[config.mk]
export PLATFORM = sky130hd
export DESIGN_NAME = i2c_master_transfer_sequencer
export DESIGN_NICKNAME = d
export VERILOG_FILES = /design/src/hw/rtl/i2c_mts_pkg.sv /design/src/hw/rtl/i2c_mts_ram.sv /design/src/hw/rtl/i2c_master_transfer_sequencer.sv
export SDC_FILE = /design/constraint.sdc
export NUM_CORES = 2
export LEC_CHECK = 0
export ABC_AREA = 1
export BUFFER_PORTS_ARGS = -buffer_cell sky130_fd_sc_hd__buf_4
export CORE_MARGIN = 5
export CORE_UTILIZATION = 50
export DETAILED_ROUTE_END_ITERATION = 7
export PLACE_DENSITY = 0.71
export SLEW_MARGIN = 25
export SYNTH_ARGS = -nofsm -noshare
export SYNTH_HDL_FRONTEND = slang
export SYNTH_SLANG_ARGS = --single-unit
[constraint.sdc]
create_clock -name clk -period 4.7 [get_ports clk]
set_input_delay 0.235 -clock clk [delete_from_list [all_inputs] [get_ports clk]]
set_output_delay 0.235 -clock clk [all_outputs]
set_load 0.005 [all_outputs]
[src/hw/rtl/i2c_mts_pkg.sv]
package i2c_mts_pkg;

  localparam int MAX_MESSAGES = 4;
  localparam int MSG_IW       = $clog2(MAX_MESSAGES);
  localparam int STORE_DEPTH  = 256;
  localparam int STORE_AW     = $clog2(STORE_DEPTH);

  localparam logic [9:0] ST_WR_FULL  = 10'h001;
  localparam logic [9:0] ST_RD_FULL  = 10'h002;
  localparam logic [9:0] ST_ERRORS   = 10'h0fc;
  localparam logic [9:0] WORD_ADDR   = 10'h100;
  localparam logic [9:0] WORD_LAST   = 10'h200;

  typedef enum logic [1:0] {
    FUNC_LOAD_DESC = 2'd0,
    FUNC_LOAD_BYTE = 2'd1,
    FUNC_START     = 2'd2,
    FUNC_STATUS    = 2'd3
  } func_t;

  typedef enum logic [1:0] {
    OUTC_RUNNING = 2'd0,
    OUTC_DONE    = 2'd1,
    OUTC_ERROR   = 2'd2,
    OUTC_IDLE    = 2'd3
  } outcome_t;

  typedef struct packed {
    logic [7:0] len;
    logic       rd;
    logic [6:0] addr;
  } desc_t;

  typedef struct packed {
    logic [7:0] read_byte_in;
    logic [9:0] ctrl_status;
    logic [2:0] msg_count;
    logic [7:0] write_byte;
    logic [7:0] byte_index;
    logic [7:0] msg_len;
    logic       msg_read;
    logic [6:0] msg_addr;
    logic [1:0] msg_index;
  } in_item_t;

  typedef struct packed {
    outcome_t   outcome;
    logic [1:0] read_message;
    logic [7:0] read_position;
    logic [7:0] read_data;
    logic       read_valid;
    logic       stop_write;
    logic [9:0] data_write_word;
    logic       data_write_valid;
  } result_t;

endpackage

[src/hw/rtl/i2c_mts_ram.sv]
module i2c_mts_ram #(
  parameter int WIDTH = 8,
  parameter int DEPTH = 256
) (
  input  logic                     clk,
  input  logic                     wr_en,
  input  logic [$clog2(DEPTH)-1:0] wr_addr,
  input  logic [WIDTH-1:0]         wr_data,
  input  logic [$clog2(DEPTH)-1:0] rd_addr,
  output logic [WIDTH-1:0]         rd_data
);

  logic [WIDTH-1:0] mem [DEPTH];
  logic [WIDTH-1:0] rd_data_r;

  always_ff @(posedge clk) begin
    if (wr_en) begin
      mem[wr_addr] <= wr_data;
    end
    rd_data_r <= mem[rd_addr];
  end

  assign rd_data = rd_data_r;

endmodule

[src/hw/rtl/i2c_master_transfer_sequencer.sv]
// Channel  Direction  Payload                                    Side band
// in_      slave      descriptor, write byte, start, status      tuser = func
// out_     master     write word, stop, read byte, outcome       none
//
// Every item is processed in the cycle it is accepted; its result is registered for out_,
// via the skid entry on a stall; one item per cycle is sustained while out_tready is high.
// The write store RAM is read ahead at the next write pointer, so a
// status item finds its next data byte ready; a write to that entry is forwarded.
// An output register and one skid entry let one more item in while out_tready is low.
// in_tready is low while the skid entry is full, including the cycle in which it
// moves to the output register. Reset clears control state only.
module i2c_master_transfer_sequencer (
  input  logic        clk,
  input  logic        rst_n,
  input  logic        in_tvalid,
  output logic        in_tready,
  // Fields from bit 0: msg_index, msg_addr, msg_read, msg_len, byte_index,
  // write_byte, msg_count, ctrl_status, read_byte_in, zero pad.
  input  logic [55:0] in_tdata,
  // Fields from bit 0: func.
  input  logic [1:0]  in_tuser,
  output logic        out_tvalid,
  input  logic        out_tready,
  // Fields from bit 0: data_write_valid, data_write_word, stop_write,
  // read_valid, read_data, read_position, read_message, outcome, zero pad.
  output logic [39:0] out_tdata
);

  import i2c_mts_pkg::*;

  in_item_t             item;
  func_t                func;
  logic                 in_acc;
  result_t              res;

  desc_t                desc_r [MAX_MESSAGES];
  desc_t                d;
  logic [MSG_IW-1:0]    desc_sel;
  logic                 desc_we;

  logic                 active_r, active_nxt;
  logic [MSG_IW-1:0]    cm_r, cm_nxt;
  logic [2:0]           ml_r, ml_nxt;
  logic                 ap_r, ap_nxt;
  logic [7:0]           bp_r, bp_nxt;
  logic [7:0]           bl_r, bl_nxt;
  logic                 len_pend_r, len_pend_nxt;
  logic [STORE_AW-1:0]  wp_r, wp_nxt;
  logic                 fp_r, fp_nxt;
  logic [7:0]           fc_r, fc_nxt;

  logic                 ram_we;
  logic [STORE_AW-1:0]  ram_raddr;
  logic [7:0]           ram_rdata;
  logic                 fwd_r;
  logic [7:0]           fwd_data_r;
  logic [7:0]           st_byte;

  logic                 out_valid_r;
  result_t              out_data_r;
  logic                 skid_valid_r;
  result_t              skid_data_r;

  assign item      = in_item_t'(in_tdata[54:0]);
  assign func      = func_t'(in_tuser);
  assign in_tready = ~skid_valid_r;
  assign in_acc    = in_tvalid & in_tready;
  assign desc_sel  = (in_acc && func == FUNC_START) ? '0 : cm_r;
  assign d         = desc_r[desc_sel];
  assign st_byte   = fwd_r ? fwd_data_r : ram_rdata;
  assign ram_raddr = rst_n ? wp_nxt : '0;

  i2c_mts_ram #(
    .WIDTH (8),
    .DEPTH (STORE_DEPTH)
  ) u_store (
    .clk     (clk),
    .wr_en   (ram_we),
    .wr_addr (item.byte_index[STORE_AW-1:0]),
    .wr_data (item.write_byte),
    .rd_addr (ram_raddr),
    .rd_data (ram_rdata)
  );

  always_comb begin
    logic       act;
    logic [2:0] ml;
    logic       ap;
    logic [7:0] bp;
    logic [7:0] bl;
    logic       fp;
    logic [7:0] fc;
    logic       more_to_send;
    logic [2:0] n;
    logic [9:0] w;

    active_nxt   = active_r;
    cm_nxt       = cm_r;
    ml_nxt       = ml_r;
    ap_nxt       = ap_r;
    bp_nxt       = bp_r;
    bl_nxt       = bl_r;
    len_pend_nxt = len_pend_r;
    wp_nxt       = wp_r;
    fp_nxt       = fp_r;
    fc_nxt       = fc_r;
    desc_we      = 1'b0;
    ram_we       = 1'b0;
    res          = '0;
    act          = active_r;
    ml           = ml_r;
    ap           = ap_r;
    bp           = bp_r;
    bl           = len_pend_r ? d.len : bl_r;
    fp           = fp_r;
    fc           = fc_r;
    more_to_send = 1'b1;
    n            = item.msg_count;
    w            = '0;

    if (in_acc) begin
      case (func)
        FUNC_LOAD_DESC: begin
          desc_we = 1'b1;
          if (len_pend_r) begin
            bl_nxt       = d.len;
            len_pend_nxt = 1'b0;
          end
          res.outcome = active_r ? OUTC_RUNNING : OUTC_IDLE;
        end
        FUNC_LOAD_BYTE: begin
          ram_we      = 1'b1;
          res.outcome = active_r ? OUTC_RUNNING : OUTC_IDLE;
        end
        default: begin
          if (func == FUNC_START) begin
            if (n == 3'd0) begin
              n = 3'd1;
            end
            if (n > 3'(MAX_MESSAGES)) begin
              n = 3'(MAX_MESSAGES);
            end
            act    = 1'b1;
            cm_nxt = '0;
            ml     = n;
            ap     = 1'b1;
            bp     = '0;
            wp_nxt = '0;
            fp     = 1'b0;
            fc     = '0;
            bl     = d.len;
          end
          if (!act) begin
            res.outcome = OUTC_IDLE;
          end else if ((item.ctrl_status & ST_ERRORS) != '0) begin
            act         = 1'b0;
            res.outcome = OUTC_ERROR;
          end else begin
            res.outcome = OUTC_RUNNING;
            if ((item.ctrl_status & ST_WR_FULL) == '0) begin
              if (ap) begin
                w = WORD_ADDR | {2'b00, d.addr, d.rd};
                if (ml == 3'd1 && d.len == 8'd0) begin
                  w = w | WORD_LAST;
                end
                res.data_write_valid = 1'b1;
                res.data_write_word  = w;
                ap = 1'b0;
              end else if (d.rd || bl == 8'd0) begin
                more_to_send = 1'b0;
              end else begin
                w = {2'b00, st_byte};
                if (bl == 8'd1 && ml == 3'd1) begin
                  w = w | WORD_LAST;
                end
                res.data_write_valid = 1'b1;
                res.data_write_word  = w;
                bp     = bp + 8'd1;
                bl     = bl - 8'd1;
                wp_nxt = wp_r + STORE_AW'(1);
              end
            end
            if ((item.ctrl_status & ST_RD_FULL) != '0) begin
              if (d.rd && !ap && bl != 8'd0) begin
                if (bl == 8'd2) begin
                  res.stop_write = 1'b1;
                end else if (bl == 8'd1 && bp == 8'd0) begin
                  fp             = 1'b1;
                  res.stop_write = 1'b1;
                end
                res.read_valid    = 1'b1;
                res.read_data     = item.read_byte_in;
                res.read_position = bp;
                res.read_message  = 2'(cm_nxt);
                bl = bl - 8'd1;
                bp = bp + 8'd1;
              end else begin
                if (fc[0]) begin
                  res.stop_write = 1'b1;
                end
                if (fp) begin
                  fp = 1'b0;
                end else begin
                  fc = fc + 8'd1;
                end
              end
            end
            if (!ap && bl == 8'd0) begin
              if (ml > 3'd1) begin
                ml     = ml - 3'd1;
                cm_nxt = cm_nxt + MSG_IW'(1);
                ap     = 1'b1;
                bp     = '0;
              end else if (!more_to_send && !fp) begin
                act         = 1'b0;
                res.outcome = OUTC_DONE;
              end
            end
          end
          active_nxt   = act;
          ml_nxt       = ml;
          ap_nxt       = ap;
          bp_nxt       = bp;
          bl_nxt       = bl;
          fp_nxt       = fp;
          fc_nxt       = fc;
          if (act && ap && bp == 8'd0 && ml != ml_r && func != FUNC_START) begin
            len_pend_nxt = 1'b1;
          end else if (act && ap && func == FUNC_START && ml != n) begin
            len_pend_nxt = 1'b1;
          end else begin
            len_pend_nxt = 1'b0;
          end
        end
      endcase
    end
  end

  always_ff @(posedge clk) begin
    if (desc_we) begin
      desc_r[item.msg_index[MSG_IW-1:0]] <= desc_t'({item.msg_len, item.msg_read,
                                                     item.msg_addr});
    end
    fwd_data_r <= item.write_byte;
  end

  always_ff @(posedge clk) begin
    if (!rst_n) begin
      active_r   <= 1'b0;
      cm_r       <= '0;
      ml_r       <= '0;
      ap_r       <= 1'b1;
      bp_r       <= '0;
      bl_r       <= '0;
      len_pend_r <= 1'b0;
      wp_r       <= '0;
      fp_r       <= 1'b0;
      fc_r       <= '0;
      fwd_r      <= 1'b0;
    end else begin
      active_r   <= active_nxt;
      cm_r       <= cm_nxt;
      ml_r       <= ml_nxt;
      ap_r       <= ap_nxt;
      bp_r       <= bp_nxt;
      bl_r       <= bl_nxt;
      len_pend_r <= len_pend_nxt;
      wp_r       <= wp_nxt;
      fp_r       <= fp_nxt;
      fc_r       <= fc_nxt;
      fwd_r      <= ram_we && (item.byte_index[STORE_AW-1:0] == ram_raddr);
    end
  end

  always_ff @(posedge clk) begin
    if (!rst_n) begin
      out_valid_r  <= 1'b0;
      skid_valid_r <= 1'b0;
    end else if (out_valid_r && !out_tready) begin
      if (in_acc) begin
        skid_valid_r <= 1'b1;
        skid_data_r  <= res;
      end
    end else if (skid_valid_r) begin
      out_valid_r  <= 1'b1;
      out_data_r   <= skid_data_r;
      skid_valid_r <= 1'b0;
    end else begin
      out_valid_r <= in_acc;
      out_data_r  <= res;
    end
  end

  assign out_tvalid = out_valid_r;
  assign out_tdata  = {7'b0, out_data_r};

endmodule

==> Yosys cells after proc, flatten, opt, wreduce, memory -nomap -nowiden <==
Memory sizes are Yosys's and may differ from the RTL's. A register that Yosys moved wholly into a read port is not among the register bits.
Index checks and enable logic that the tools add are counted.
{ "totals": {"register_bits": 118, "latchBits": 0, "ram_bits": 2112, "romBits": 0, "output_inout_bits": 42, "memories": 2} }
{ "memory_table": {"columns": ["memory", "words", "word_bits", "read_ports", "rd_clocked_by_memory_dff", "wr", "line_no", "source"], "rows": [
  ["u_store.mem", 256, 8, 1, 1, 1, "i2c_mts_ram.sv:13", "logic [WIDTH-1:0] mem [DEPTH];"],
  ["desc_r", 4, 16, 1, 0, 1, "i2c_master_transfer_sequencer.sv:36", "desc_t desc_r [MAX_MESSAGES];"]
]} }
{ "op_classes": {"add_sub_neg": 8, "multipliers": 0, "n_div": 0, "n_lt_le_gt_ge": 2, "eq_ne": 10, "shift": 0, "mux": 160, "n_bitwise": 5, "n_reduce_logical": 37} }
{ "op_table": {"columns": ["cell", "n"], "rows": [
  ["two-way mux 8 bit", 55],
  ["two-way mux 31 bit", 3],
  ["two-way mux 33 bit", 2],
  ["two-way mux 1 bit", 62],
  ["two-way mux 3 bit", 17],
  ["logical NOT 8 bit", 5],
  ["two-way mux 11 bit", 3],
  ["adder 8 x 1 -> 8 bit (second input constant)", 4],
  ["two-way mux 2 bit", 12],
  ["two-way mux 10 bit", 2],
  ["two-way mux 20 bit", 1],
  ["two-way mux 19 bit", 1],
  ["== test 8 x 1 -> 1 bit (second input constant)", 2],
  ["logical AND 1 bit", 16],
  ["one-hot mux 8 bit (2 select lines)", 1],
  ["subtractor 8 x 1 -> 8 bit (second input constant)", 2],
  ["logical NOT 10 bit", 1],
  ["nonzero test 10 bit", 1],
  ["== test 8 x 2 -> 1 bit (second input constant)", 1],
  ["== test 8 bit", 1],
  ["AND reduction 2 bit", 4],
  ["nonzero test 8 bit", 1],
  ["inequality test 3 bit", 2],
  ["logical NOT 1 bit", 4],
  ["other kinds (16)", 19]
]} }

==> Logic depth before layout (Yosys ltp) <==
An unclocked memory read counts as a cell.
{ "logic_depth": {"depth_word": 43, "depth_mapped": 42} }

==> Modules after synthesis <==
A second synthesis with hierarchy kept.
{ "hier_totals": {"cells_unflattened": 8119, "area_unflattened_um2": 92779.0} }
{ "modules_own_cells": {"columns": ["mod", "n_inst", "cells_each", "area_each_um2", "seq_area_each_um2"], "rows": [
  ["i2c_mts_ram", 1, 7003, 83396.2, 61659.1],
  ["i2c_master_transfer_sequencer", 1, 1116, 9382.7, 4804.6]
]} }

==> Least setup slack after synthesis <==
OpenSTA, ideal clock, no wires.
{ "synth_path": {"kind": "reg-to-reg", "start": "register skid_valid_r", "end": "register len_pend_r", "setup_time_ns": 0.130, "t_arrival_ns": 3.999, "required_ns": 4.570, "path_slack_ns": 0.570, "stages_incl_launch_ff": 38, "path_buffers": 3, "synth_period_minus_slack_ns": 4.130, "path_cell_list": "dfxtp_1 > buf_2 > nor2_2 > nand2_4 > nand2_4 > buf_6 > nand2_1 > o211ai_1 > nand3_1 > nand3_1 > nand2_1 > ha_1 > inv_1 > nor2_2 > nand2_4 > nand4_2 > o21ai_1 > ha_1 > (+2 left out) > nand2_1 > buf_6 > nand3_1 > nand2_1 > nand2_2 > nand3_2 > nor2_4 > nand2_1 > nor2_2 > nand3_1 > nand2_1 > nand2_1 > nand2_1 > nand3_1 > nand2_1 > nand2_1 > nand2_1 > a21oi_2"} }
{ "synth_between": {"elab_chain_len": 43, "elab_cells_between_ends": 99, "cone_classes": "add/sub: 3; eq/ne: 4; mux: 68; bitwise: 2; reduce/logical: 21; memory: 1"} }
{ "synth_lines": {"columns": ["item", "line_no", "source"], "rows": [
  ["start, declared", "i2c_master_transfer_sequencer.sv:61", "logic skid_valid_r;"],
  ["start signal, assigned", "i2c_master_transfer_sequencer.sv:278", "skid_valid_r <= 1'b0;"],
  ["start signal, assigned", "i2c_master_transfer_sequencer.sv:281", "skid_valid_r <= 1'b1;"],
  ["start signal, assigned", "i2c_master_transfer_sequencer.sv:287", "skid_valid_r <= 1'b0;"],
  ["inverter 1 bit (*)", "i2c_master_transfer_sequencer.sv:66", "assign in_tready = ~skid_valid_r;"],
  ["bitwise AND 1 bit (*)", "i2c_master_transfer_sequencer.sv:67", "assign in_acc = in_tvalid & in_tready;"],
  ["parallel branches: the longest is 41 deep, another holds memory read (4 x 16 bit)", null, null],
  ["end signal, assigned", "i2c_master_transfer_sequencer.sv:267", "len_pend_r <= len_pend_nxt;"],
  ["end, declared", "i2c_master_transfer_sequencer.sv:47", "logic len_pend_r, len_pend_nxt;"]
]} }
Mark *: on every way between the ends. The select of a mux whose other input is x is not followed.
A chain may end at the register's enable or synchronous reset.

==> Final worst setup path <==
{ "layout_path": {"start": "register skid_valid_r", "end": "register u_store.rd_data_r[5] (netlist: u_store.rd_data[5]), read port of u_store.mem"} }
{ "layout_between": {"elab_chain_len": 19} }
{ "layout_lines": {"columns": ["item", "line_no", "source"], "rows": [
  ["inverter 1 bit (*)", "i2c_master_transfer_sequencer.sv:66", null],
  ["bitwise AND 1 bit (*)", "i2c_master_transfer_sequencer.sv:67", null],
  ["logical AND 1 bit", "i2c_master_transfer_sequencer.sv:68", "assign desc_sel = (in_acc && func == FUNC_START) ? '0 : cm_r;"],
  ["two-way mux 2 bit", "i2c_master_transfer_sequencer.sv:68", null],
  ["memory read (4 x 16 bit)", null, null],
  ["two-way mux 8 bit", null, null],
  ["two-way mux 8 bit", "i2c_master_transfer_sequencer.sv:136", "if (func == FUNC_START) begin"],
  ["two-way mux 8 bit", "i2c_master_transfer_sequencer.sv:122", "case (func)"],
  ["(+3 left out)", null, null],
  ["two-way mux 8 bit", "i2c_master_transfer_sequencer.sv:169", "end else if (d.rd || bl == 8'd0) begin"],
  ["two-way mux 8 bit", "i2c_master_transfer_sequencer.sv:161", "if (ap) begin"],
  ["two-way mux 8 bit", "i2c_master_transfer_sequencer.sv:160", "if ((item.ctrl_status & ST_WR_FULL) == '0) begin"],
  ["two-way mux 8 bit", "i2c_master_transfer_sequencer.sv:155", "end else if ((item.ctrl_status & ST_ERRORS) != '0) begin"],
  ["two-way mux 8 bit", "i2c_master_transfer_sequencer.sv:153", "if (!act) begin"],
  ["two-way mux 8 bit", "i2c_master_transfer_sequencer.sv:122", null],
  ["two-way mux 8 bit (*)", "i2c_master_transfer_sequencer.sv:121", "if (in_acc) begin"],
  ["two-way mux 8 bit (*)", null, null],
  ["end, declared", "i2c_mts_ram.sv:14", "logic [WIDTH-1:0] rd_data_r;"]
]} }
Every way passes the cells marked *; elsewhere a longest branch is shown, timed or not. The select of a mux whose other input is x is not followed.

==> out/qor.yml <==
outcome:
  status: "finished, final reports clean"
timing:
  slew_headroom_pct: 27.75
  maxSlewViolCount: 0
  hold_viol: 0
  skew_ns: 0.03962
  final.period_utilization_pct: 96.79
  max_freq_mhz: 219.8
  fin_crit_ns: 4.549
  setup_viol: 0
  worst_pin_slew_ns: 1.080
cells_and_area:
  synthToLayoutAreaGrowth_pct: 15.25
  fin_nets: 7578
  final_cell_mix: "edfxtp_1 (2,178), nor2_1 (1,675), o21ai_0 (1,314)"
  final_common_cell: "edfxtp_1"
  final_cells: 10060
  fin_area_um2: 104100
  drive_above_1_share_pct: 11.63
pwr:
  switchingPower_mw: 8.911
  power_density_nw_per_um2: 399.9
  ir_drop_v: 0.0004398
  pwr-share-comb_pct: 5.5
  seq_power_share_pct: 52.6
  switching_share_pct: 21.42
  total_leakage_power_nw: 34.17
  pwr-share-clk_pct: 41.9
  p_int_mw: 32.70
drt:
  drt_iter0_drc: 8402
  routed_wl_um: 248900
  wire_per_inst_um: 24.74
  drc: 0
  firstDrtPassIters: 7
  antenna_left: 0
  vias: 61900
  drt-vias-per-instance: 6.153
yosys:
  synth_flop_cell: "edfxtp_1"
  seq_area_frac_synth_pct: 73.62
  ys.warnings.count: 0
  synth_enable_flop_cells: 2178
  synth-async-reset-ratio_pct: 0
  avgSynthCellArea_um2: 12.36
  yosysTopAreaCellShare_pct: 72.44
  synthCells: 7307
  synthDistinctLibCells: 50
  synth_largest_area_cell: "edfxtp_1"
  synth_top_cells_by_area: "edfxtp_1 (72%), o21ai_0 (7.3%), nor2_1 (7.0%)"
  syn_area_um2: 90290
  ys_seq_elements: 2231
setup_path:
  slowest_stage: "o221ai_1"
  crit_top_cell: "nand3_1"
  critPathBufInv: 7
  critPathMaxStageDelay_ns: 0.36
  crit_arrival_ns: 5.35
  startpoint: "skid_valid_r"
  rr_endpoint: "u_store.rd_data[5]"
  critPathCapture: "u_store.rd_data[5]"
  crit_cells: 28
  crit_family: "simple AND/OR/NAND/NOR gates"
  r2r-start: "skid_valid_r"
  ff2ff_setup_slack_ns: 0.15
  end_kind: "register"
  path_class: "register to register"
  start_kind: "register"
  reg2reg_depth: 28
  crit_fanout: 23
  required_ns: 5.50
grt:
  antenna_found_initial: 8
  track_usage_pct: 25.19
  grt_pass1_wl_um: 366400
  grt_overflow: 0
  grt_pass1_vias: 58430
  grt_max_degree: 154
floorplanning:
  ioPinCount: 104
  die_area_um2: 189200
  die_x_um: 434.9
  core_area_um2: 180200
  die_h_um: 434.9
  initial_core_util_pct: 50.11
  rows: 156
placement:
  dp.cells: 9572
  dp_hpwl_um: 147600
  port_buffers: 93
  gp_congestion: 0.9188
  place_area_um2: 95440
clocking:
  cts_tree: "built"
  clockRootBuffer: "clkbuf_16"
  htree_levels: 4
  cts.sink_count: 2231
  cts-buffers-inserted: 210
  path_clk_slew_ns: 0.06
  clk_latency_ns: 0.86
  clk_path_buf_depth: 3
worst_hold_path:
  min_path_type: "input pin to register"
job:
  drv_cap: 0
==> registers in the layout, summed over array words and instances (netlist names), 2 cells and up <==
register         flops
bl_r                 8
bp_r                 8
cm_r                 2
desc_r              64
fwd_data_r           8
ml_r                 3
out_tdata           33
skid_data_r         33
u_store.mem       2048
u_store.rd_data      8
wp_r                 8
==> worst min-delay path, delay by kind of cell <==
kind	cells	cell delay, ns
XOR/XNOR	1	0.19
buffers and inverters	3	0.39
AND/OR/NAND/NOR	1	0.09
==> Yosys cell counts, types with 4 or more instances <==
library cell  number
a21oi_1           51
a31oi_1           12
buf_1             13
buf_2             54
buf_4             10
buf_6              5
clkbuf_1         443
clkinv_1           5
dfxtp_1           53
edfxtp_1        2178
ha_1              12
inv_1            143
inv_2             13
nand2_1          309
nand2_2            9
nand2_4            4
nand3_1          180
nand3_2           12
nand3b_1           4
nand4_1           15
nor2_1          1681
nor2_2             5
nor2_4             5
nor3_1            13
o211ai_1          27
o21ai_0         1319
o21ai_1           37
o221ai_1         121
o22ai_1          523
or2_2              8
xnor2_1            4
xor2_1            13
==> cell type report <==
cell class / instances / area (um2)
Fill cell: 13720 / 76100
Inverter: 161 / 641.9
Timing Repair inverter: 1 / 8.758
Tap cell: 2370 / 2965
Antenna cell: 4 / 10.01
Multi-Input combinational cell: 4397 / 21550
Timing Repair Buffer: 502 / 5338
Clock buffer: 277 / 5703
Clock inverter: 117 / 1378
Sequential cell: 2231 / 66460
==> metrics by stage <==
stage	total power, mW	setup slack (ns)	hold slack [ns]	TNS, ns	utilization [%]
2_1_floorplan	23.33	0.5702	0.2627	0	-
3_3_place_gp	24.39	-0.1952	0.4345	-0.6627	52.97
3_5_place_dp	24.43	-0.2392	0.4427	-0.5230	52.98
4_1_cts	41.62	-0.01080	0.01225	-0.01080	57.27
5_1_grt	42.72	-0.05513	0.07845	-0.2080	57.75
6_report	41.61	0.1509	0.09709	0	57.76
==> worst min-delay path by stage <==
stage                       from  cells after the start           endpoint
finish              in_tdata[19]                      5              fwd_r
CTS                 in_tdata[32]                      1  u_store.mem[3][6]
global route        in_tdata[19]                      5              fwd_r
floorplan           in_tdata[26]                      0      fwd_data_r[0]
global placement     in_tdata[3]                      1       desc_r[2][1]
detailed placement   in_tdata[6]                      1       desc_r[0][4]
==> layer usage <==
metal  global-route usage, %  part of all wire [%]
met1                   34.80                    38
met2                   39.41                    47
met3                   5.216                    11
met4                   10.31                   4.1
met5                       0                 0.018
==> logic make-up (layout without fill, tap and decap cells) <==
kind of cell | after synthesis | count (layout) | synth area share, %
simple gates | 2255 | 2256 | 9.993
flops | 2231 | 2231 | 73.62
compound gates | 2105 | 2105 | 13.05
buf+inv | 686 | 1058 | 3.010
xor+xnor | 17 | 17 | 0.1649
fa+ha+maj | 12 | 12 | 0.1663
other cells | 1 | 11 | 0.004153
==> power by group through the flow <==
stage / combinational (mW) / clock, mW / sequential, mW
global route: 2.42 / 18.4 / 21.9
floorplan: 1.01 / 0 / 22.3
finish: 2.28 / 17.4 / 21.9
CTS: 2.16 / 17.6 / 21.9
global placement: 2.07 / 0 / 22.3
detailed placement: 2.10 / 0 / 22.3
==> repair_timing <==
item | CTS | global route
cloned | 2 | 7
hold buffers | 51 | 1
gates resized for setup | 11 | 86
endpoints found under the hold margin | 415 | 60
pin swaps | 0 | 26
endpoints found under the setup margin | 4 | 13
buffers inserted | 3 | 24
(Power assumes the default switching activity.)
